[src/rtl/core/bds_pkg.sv]
package bds_pkg;

  // Sizes of the frame, the block and the line buffer
  localparam int unsigned MaxWidth    = 4096;
  localparam int unsigned MaxFactor   = 16;
  localparam int unsigned HeightLimit = 4096;

  localparam int unsigned DimW   = 13;  // frame_width / frame_height registers
  localparam int unsigned FactW  = 5;   // scale_factor register
  localparam int unsigned PosW   = 12;  // pixel and block positions
  localparam int unsigned CntW   = 4;   // position inside a block
  localparam int unsigned PixW   = 8;
  localparam int unsigned SumW   = 16;  // one channel of a block sum
  localparam int unsigned AreaW  = 9;   // factor squared
  localparam int unsigned DivNW  = 16;  // divider dividend / quotient
  localparam int unsigned DivDW  = 13;  // divider divisor / remainder
  localparam int unsigned DivCntW = 5;
  localparam int unsigned RamAw  = $clog2(MaxWidth);
  localparam int unsigned RamW   = 3 * SumW;

  localparam logic [DimW-1:0]  WidthReset  = 13'd640;
  localparam logic [DimW-1:0]  HeightReset = 13'd480;
  localparam logic [FactW-1:0] FactorReset = 5'd1;

  typedef enum logic [1:0] {
    REG_WIDTH  = 2'd0,
    REG_HEIGHT = 2'd1,
    REG_FACTOR = 2'd2
  } reg_idx_e;

  typedef enum logic [2:0] {
    OP_WIDTH  = 3'd0,
    OP_HEIGHT = 3'd1,
    OP_RED    = 3'd2,
    OP_GREEN  = 3'd3,
    OP_BLUE   = 3'd4
  } div_op_e;

  typedef struct packed {
    logic    accept;
    logic    ram_we;
    logic    div_start;
    div_op_e div_op;
    logic    div_capture;
    logic    out_load;
  } ctrl_cmd_t;

  typedef struct packed {
    logic cfg_hit;
    logic pix_used;
    logic last;
    logic div_busy;
    logic out_free;
  } dp_status_t;

endpackage

[src/rtl/core/bds_ctrl.sv]
module bds_ctrl (
  input  logic                clk_i,
  input  logic                rst_ni,
  input  logic                in_valid_i,
  input  logic                cfg_we_i,
  input  bds_pkg::dp_status_t status_i,
  output bds_pkg::ctrl_cmd_t  cmd_o,
  output logic                in_stall_o
);

  typedef enum logic [8:0] {
    ST_IDLE  = 9'b000000001,
    ST_ACC   = 9'b000000010,
    ST_CGO   = 9'b000000100,
    ST_CWAIT = 9'b000001000,
    ST_OUT   = 9'b000010000,
    ST_WGO   = 9'b000100000,
    ST_WWAIT = 9'b001000000,
    ST_HGO   = 9'b010000000,
    ST_HWAIT = 9'b100000000
  } state_e;

  state_e           state_q, state_d;
  bds_pkg::div_op_e op_q, op_d;
  logic             idle_take;

  assign idle_take  = (state_q == ST_IDLE) && !cfg_we_i;
  assign in_stall_o = !idle_take;

  always_comb begin
    state_d = state_q;
    op_d    = op_q;
    cmd_o   = '0;
    cmd_o.div_op = op_q;
    unique case (state_q)
      ST_IDLE: begin
        cmd_o.accept = in_valid_i && idle_take;
        if (cmd_o.accept && status_i.pix_used) begin
          state_d = ST_ACC;
        end
      end
      ST_ACC: begin
        cmd_o.ram_we = 1'b1;
        if (status_i.last) begin
          op_d    = bds_pkg::OP_RED;
          state_d = ST_CGO;
        end else begin
          state_d = ST_IDLE;
        end
      end
      ST_CGO: begin
        cmd_o.div_start = 1'b1;
        state_d = ST_CWAIT;
      end
      ST_CWAIT: begin
        if (!status_i.div_busy) begin
          cmd_o.div_capture = 1'b1;
          unique case (op_q)
            bds_pkg::OP_RED: begin
              op_d    = bds_pkg::OP_GREEN;
              state_d = ST_CGO;
            end
            bds_pkg::OP_GREEN: begin
              op_d    = bds_pkg::OP_BLUE;
              state_d = ST_CGO;
            end
            default: begin
              state_d = ST_OUT;
            end
          endcase
        end
      end
      ST_OUT: begin
        if (status_i.out_free) begin
          cmd_o.out_load = 1'b1;
          state_d = ST_IDLE;
        end
      end
      ST_WGO: begin
        cmd_o.div_op    = bds_pkg::OP_WIDTH;
        cmd_o.div_start = 1'b1;
        state_d = ST_WWAIT;
      end
      ST_WWAIT: begin
        cmd_o.div_op = bds_pkg::OP_WIDTH;
        if (!status_i.div_busy) begin
          cmd_o.div_capture = 1'b1;
          state_d = ST_HGO;
        end
      end
      ST_HGO: begin
        cmd_o.div_op    = bds_pkg::OP_HEIGHT;
        cmd_o.div_start = 1'b1;
        state_d = ST_HWAIT;
      end
      ST_HWAIT: begin
        cmd_o.div_op = bds_pkg::OP_HEIGHT;
        if (!status_i.div_busy) begin
          cmd_o.div_capture = 1'b1;
          state_d = ST_IDLE;
        end
      end
      default: begin
        state_d = ST_WGO;
      end
    endcase
    // A register write restarts the frame and recomputes its geometry
    if (status_i.cfg_hit) begin
      state_d = ST_WGO;
    end
  end

  always_ff @(posedge clk_i or negedge rst_ni) begin
    if (!rst_ni) begin
      state_q <= ST_WGO;
      op_q    <= bds_pkg::OP_RED;
    end else begin
      state_q <= state_d;
      op_q    <= op_d;
    end
  end

endmodule

[config.mk]
export PLATFORM = sky130hd
export DESIGN_NAME = bds_ctrl
export DESIGN_NICKNAME = d
export VERILOG_FILES = /design/src/rtl/core/bds_pkg.sv /design/src/rtl/core/bds_ctrl.sv
export SDC_FILE = /design/constraint.sdc
export NUM_CORES = 1
export LEC_CHECK = 0
export BUFFER_PORTS_ARGS = -buffer_cell sky130_fd_sc_hd__buf_4
export CAP_MARGIN = 10
export CORE_UTILIZATION = 55
export DETAILED_ROUTE_END_ITERATION = 12
export PLACE_DENSITY = 0.87
export SLEW_MARGIN = 15
export SYNTH_ARGS = -nofsm -noshare
export SYNTH_HDL_FRONTEND = slang
export SYNTH_SLANG_ARGS = --single-unit
[constraint.sdc]
create_clock -name clk_i -period 5 [get_ports clk_i]
set_input_delay 0.25 -clock clk_i [delete_from_list [all_inputs] [get_ports clk_i]]
set_output_delay 0.25 -clock clk_i [all_outputs]
set_load 0.02 [all_outputs]
**After elaboration in Yosys (flattened, before gate mapping)**

Index checks and enable logic that the tools add are counted.

- Register bits: 12
- Bits of input ports: 9
- Output and inout port bits: 9

- Eq/ne operators: 19
- Muxes and demuxes: 21
- Reductions and logical operators: 13

Operator list:

| cell | number |
|---|---|
| $pmux 9 s9 | 1 |
| $mux 9 | 6 |
| $pmux 3 s2 | 3 |
| $ne 3x3->1 const B | 4 |
| $eq 9x1->1 const B | 1 |
| $eq 9x2->1 const B | 1 |
| $eq 9x3->1 const B | 1 |
| $eq 9x4->1 const B | 1 |
| $eq 9x5->1 const B | 1 |
| $eq 9x6->1 const B | 1 |
| $eq 9x7->1 const B | 1 |
| $eq 9x8->1 const B | 1 |
| $eq 9x9->1 const B | 1 |
| $mux 3 | 3 |
| $mux 1 | 7 |
| $eq 3x2->1 const B | 2 |
| $reduce_or 2->1 | 3 |
| $reduce_or 3->1 | 2 |
| $mux 5 | 1 |
| $reduce_and 5->1 | 1 |
| $ne 2x2->1 const B | 2 |
| $reduce_and 4->1 | 1 |
| $logic_and 1x1->1 | 3 |
| $ne 3x1->1 const B | 1 |
| other kinds (3) | 4 |

**Depth between registers and ports, before layout**

- Word-level depth: 7
- Mapped depth: 5
- Gate-level depth less buffers: 4

**Worst setup path before layout**

OpenSTA, ideal clock, no wires.

- Path type: register -> output
- Start: reg state_q[6]
- End: out cmd_o[7] (netlist name)
- Arrival time: 1732 ps
- Data required time: 4750 ps
- Setup slack: 3018 ps
- Stages on the path, launching flop included: 5
- Buffers on the path: 1
- Cells stage by stage: dfrtp_1 -> clkbuf_1 -> nor3_1 -> nand3_1 -> nor3b_1

RTL lines:

| item | line | source |
|---|---|---|
| from (decl) | bds_ctrl.sv:23 | `state_e state_q, state_d;` |
| from (signal assigned) | bds_ctrl.sv:118 | `state_q <= state_d;` |
| to (decl) | bds_ctrl.sv:7 | `output bds_pkg::ctrl_cmd_t cmd_o,` |

**Worst setup path after layout**

- Start: reg state_q[6]
- End: out in_stall_o

- Longest elaborated chain between the ends: 3

Ends and longest elaborated chain:

| item | line | source |
|---|---|---|
| $eq 9x1->1 | bds_ctrl.sv:27 | `assign idle_take = (state_q == ST_IDLE) && !cfg_we_i;` |
| $logic_and 1x1->1 | bds_ctrl.sv:27 |  |
| $logic_not 1->1 | bds_ctrl.sv:28 | `assign in_stall_o = !idle_take;` |
| to (decl) | bds_ctrl.sv:8 | `output logic in_stall_o` |

Every way passes these cells.

==> qor.csv <==
stage,metric,value,unit
yosys,async set-reset flop share out of synthesis,100,%
clocking,post_cts resized,0,
die,CORE AREA,1510,um^2
setup_path,WP buf/inv,1,
drt,drt drc,0,
setup_path,critical path endpoint category,output port,
global_routing,grt ovf,0,
yosys,Synth Flop Type,dfrtp_1,
clocking,hold buffers post-CTS,1,
setup_path,Crit path arrival time,2110,ps
die,Chip Width,42.3,um
drt,vias per cell,6.46,
clocking,CTS tree,done,
timing,final worst setup slack,2640,ps
drt,initial drt markers,31,
yosys,Unique masters post-synth,42,
timing,"Hold Vio Cnt, Final",0,
timing,Least-Margin Pin Slew,626,ps
setup_path,critical path startpoint category,register,
pwr,Peak VDD IR,0.162,mV
yosys,Syn Nets,113,
pwr,Power Total,264,uW
timing,Setup Skew,8.21,ps
timing,crit share post-route,47.2,%
finish,proportion of layout cells with a drive suffix above 1,24.2,%
yosys,"flops & latches, synth",12,
clocking,total clock sinks,12,
yosys,Yosys Warn Count,0,
min_path,Worst Hold Class,in2reg,
global_routing,GRT Overall Usage,26.9,%
timing,setup_tns,0,ps
global_routing,number of global-route vias before repair,793,
timing,RSZ-0062 raised after global routing,no,
run_status,status,completed,
global_routing,first-pass GRT wire length,3550,um
yosys,post-synth top area share,28.1,%
finish,fillers,125,
clocking,TritonCTS Buffers,3,
finish,design area,1060,um^2
setup_path,"critical path, cell by cell","nor3_1, nand3_1, or2_2, buf_4",
setup_path,"Max FO, Critical Path",10,
clocking,Post-CTS Setup Bufs,0,
drt,WL final,2210,um
timing,Max Clk Rate,424,MHz
finish,area delta synth->final,19.1,%
setup_path,CP Class,reg2out,
finish,Final nets,130,
yosys,commonest cells in the netlist,"dfrtp_1 (10), inv_1 (7), nor2_1 (6), a21oi_1 (5), xor2_1 (5)",
clocking,Bufs on Longest Clock Path,2,
pwr,Pleak,0.496,nW
yosys,"Seq/Total Area, Yosys",33.9,%
yosys,top post-synthesis cells by area,"dfrtp_1 (28%), dfstp_2 (5.9%), xor2_1 (4.9%)",
global_routing,initial antenna violation count,0,
finish,Ant. Diodes,0,
placed_design,pre-CTS setup slack,2990,ps
setup_path,critical path's top delay family,simple AND/OR/NAND/NOR gates,
die,Die H,42.3,um
yosys,syn avg cell area,8.58,um^2
timing,Tmin final,2360,ps
timing,setup violators final,0,
pwr,power per cell area,249,nW/um^2
die,Initial Utilization,59.2,%
drt,drt pass-1 iters,4,
drt,Via Count,878,
finish,"non-filler cells, final",136,
flow_run,number of max-cap violations,0,
clocking,Root Buffer,clkbuf_4,
yosys,Post-synth EDFFs,0,
clocking,Worst-path clk slew,90,ps
yosys,post-synthesis cell area,892,um^2
placed_design,placed instance count,131,
timing,relative slew slack,57.9,%
die,die area,1790,um^2
setup_path,max incr delay on CP,560,ps
global_routing,largest net degree at the start of global routing,14,
placed_design,# port buffers,17,
timing,"Slew Viols, Final",0,
placed_design,dpl cell area,1020,um^2
drt,post-DR wirelength/cell,16.2,um
setup_path,CP Data Required Time,4750,ps
placed_design,Final HPWL DP,1630,um
setup_path,"Slowest-stage cell, CP",nor3_1,
die,io pins,18,
yosys,cell count after synthesis,104,
placed_design,gp weighted congestion,0.856,
yosys,most numerous cell in the Yosys netlist,dfrtp_1,
yosys,top cell type by total area after synthesis,dfrtp_1,
drt,Antenna Nets Post-Route,0,
die,# rows,14,
clocking,H-tree depth,1,
clocking,"Clk Latency, worst-skew pair",290,ps
final timing paths:
path,from,to,slack [ps],cells past startpoint
setup / recovery,state_q[6],in_stall_o,2640,4
hold / removal,status_i[4],state_q[6],170,2
setup reg to reg,state_q[6],op_q[2],2970,4
hold reg to reg,op_q[1],op_q[1],480,2
max in group asynchronous,rst_ni,op_q[1],4440,2
min in group asynchronous,rst_ni,state_q[8],320,2
cell families after synthesis:
| family | synth area share (%) |
|---|---|
| buffers and inverters | 5.61 |
| AND/OR/NAND/NOR | 32.3 |
| flip-flops | 33.9 |
| XOR/XNOR | 5.89 |
| AO/OA/AOI/OAI | 22.3 |
sequential cells by signal, indices dropped and copies added (netlist names):
| signal | cells |
|---|---|
| op_q | 3 |
| state_q | 9 |
cell usage in the layout, fill, tap and decap left out, types with 3 or more instances in the layout:
cell | Yosys | routed
o21ai_0 | 3 | 3
nor2_1 | 6 | 6
nor3_1 | 3 | 3
nor4_1 | 3 | 3
and2_1 | 3 | 3
xor2_1 | 5 | 5
inv_1 | 7 | 7
dfrtp_1 | 10 | 10
nand2_1 | 3 | 3
a21oi_1 | 5 | 5
nand4b_1 | 4 | 4
nand4_1 | 3 | 3
nand3_1 | 4 | 4
clkbuf_4 | 0 | 3
buf_4 | 0 | 17
o211ai_1 | 3 | 3
final cells by class:
| cell class | instances | area, um^2 | share of cell area (%) |
|---|---|---|---|
| inverters | 7 | 26.3 | 2.47 |
| flip-flops and latches | 12 | 303 | 28.5 |
| repair buffers | 18 | 138 | 13.0 |
| clock buffers | 4 | 36.3 | 3.42 |
| multi-input cells | 79 | 539 | 50.8 |
| well taps | 16 | 20.0 | 1.88 |
routing by layer:
metal | routed length, um | vias to the layer above | track usage, %
li1 | - | 426 | -
met1 | 1000 | 420 | 34.2
met2 | 1060 | 25 | 43.4
met3 | 92 | 7 | 4.74
met4 | 50 | 0 | 14.4
met5 | 0 | - | 0
where the power goes:
part	internal (mW)	switching (mW)
logic	0.0314	0.0385
clock network	0.0444	0.0380
registers	0.103	0.00931
total	0.179	0.0858
stage by stage:
stage / util, % / hold WS (ps)
2_1_floorplan: - / -45.6
3_3_place_gp: 67.4 / 93.6
3_5_place_dp: 67.4 / 94.6
4_1_cts: 70.5 / 173
5_1_grt: 70.5 / 181
6_report: 70.5 / 174
Note: power is estimated with default switching activity, not from simulation.
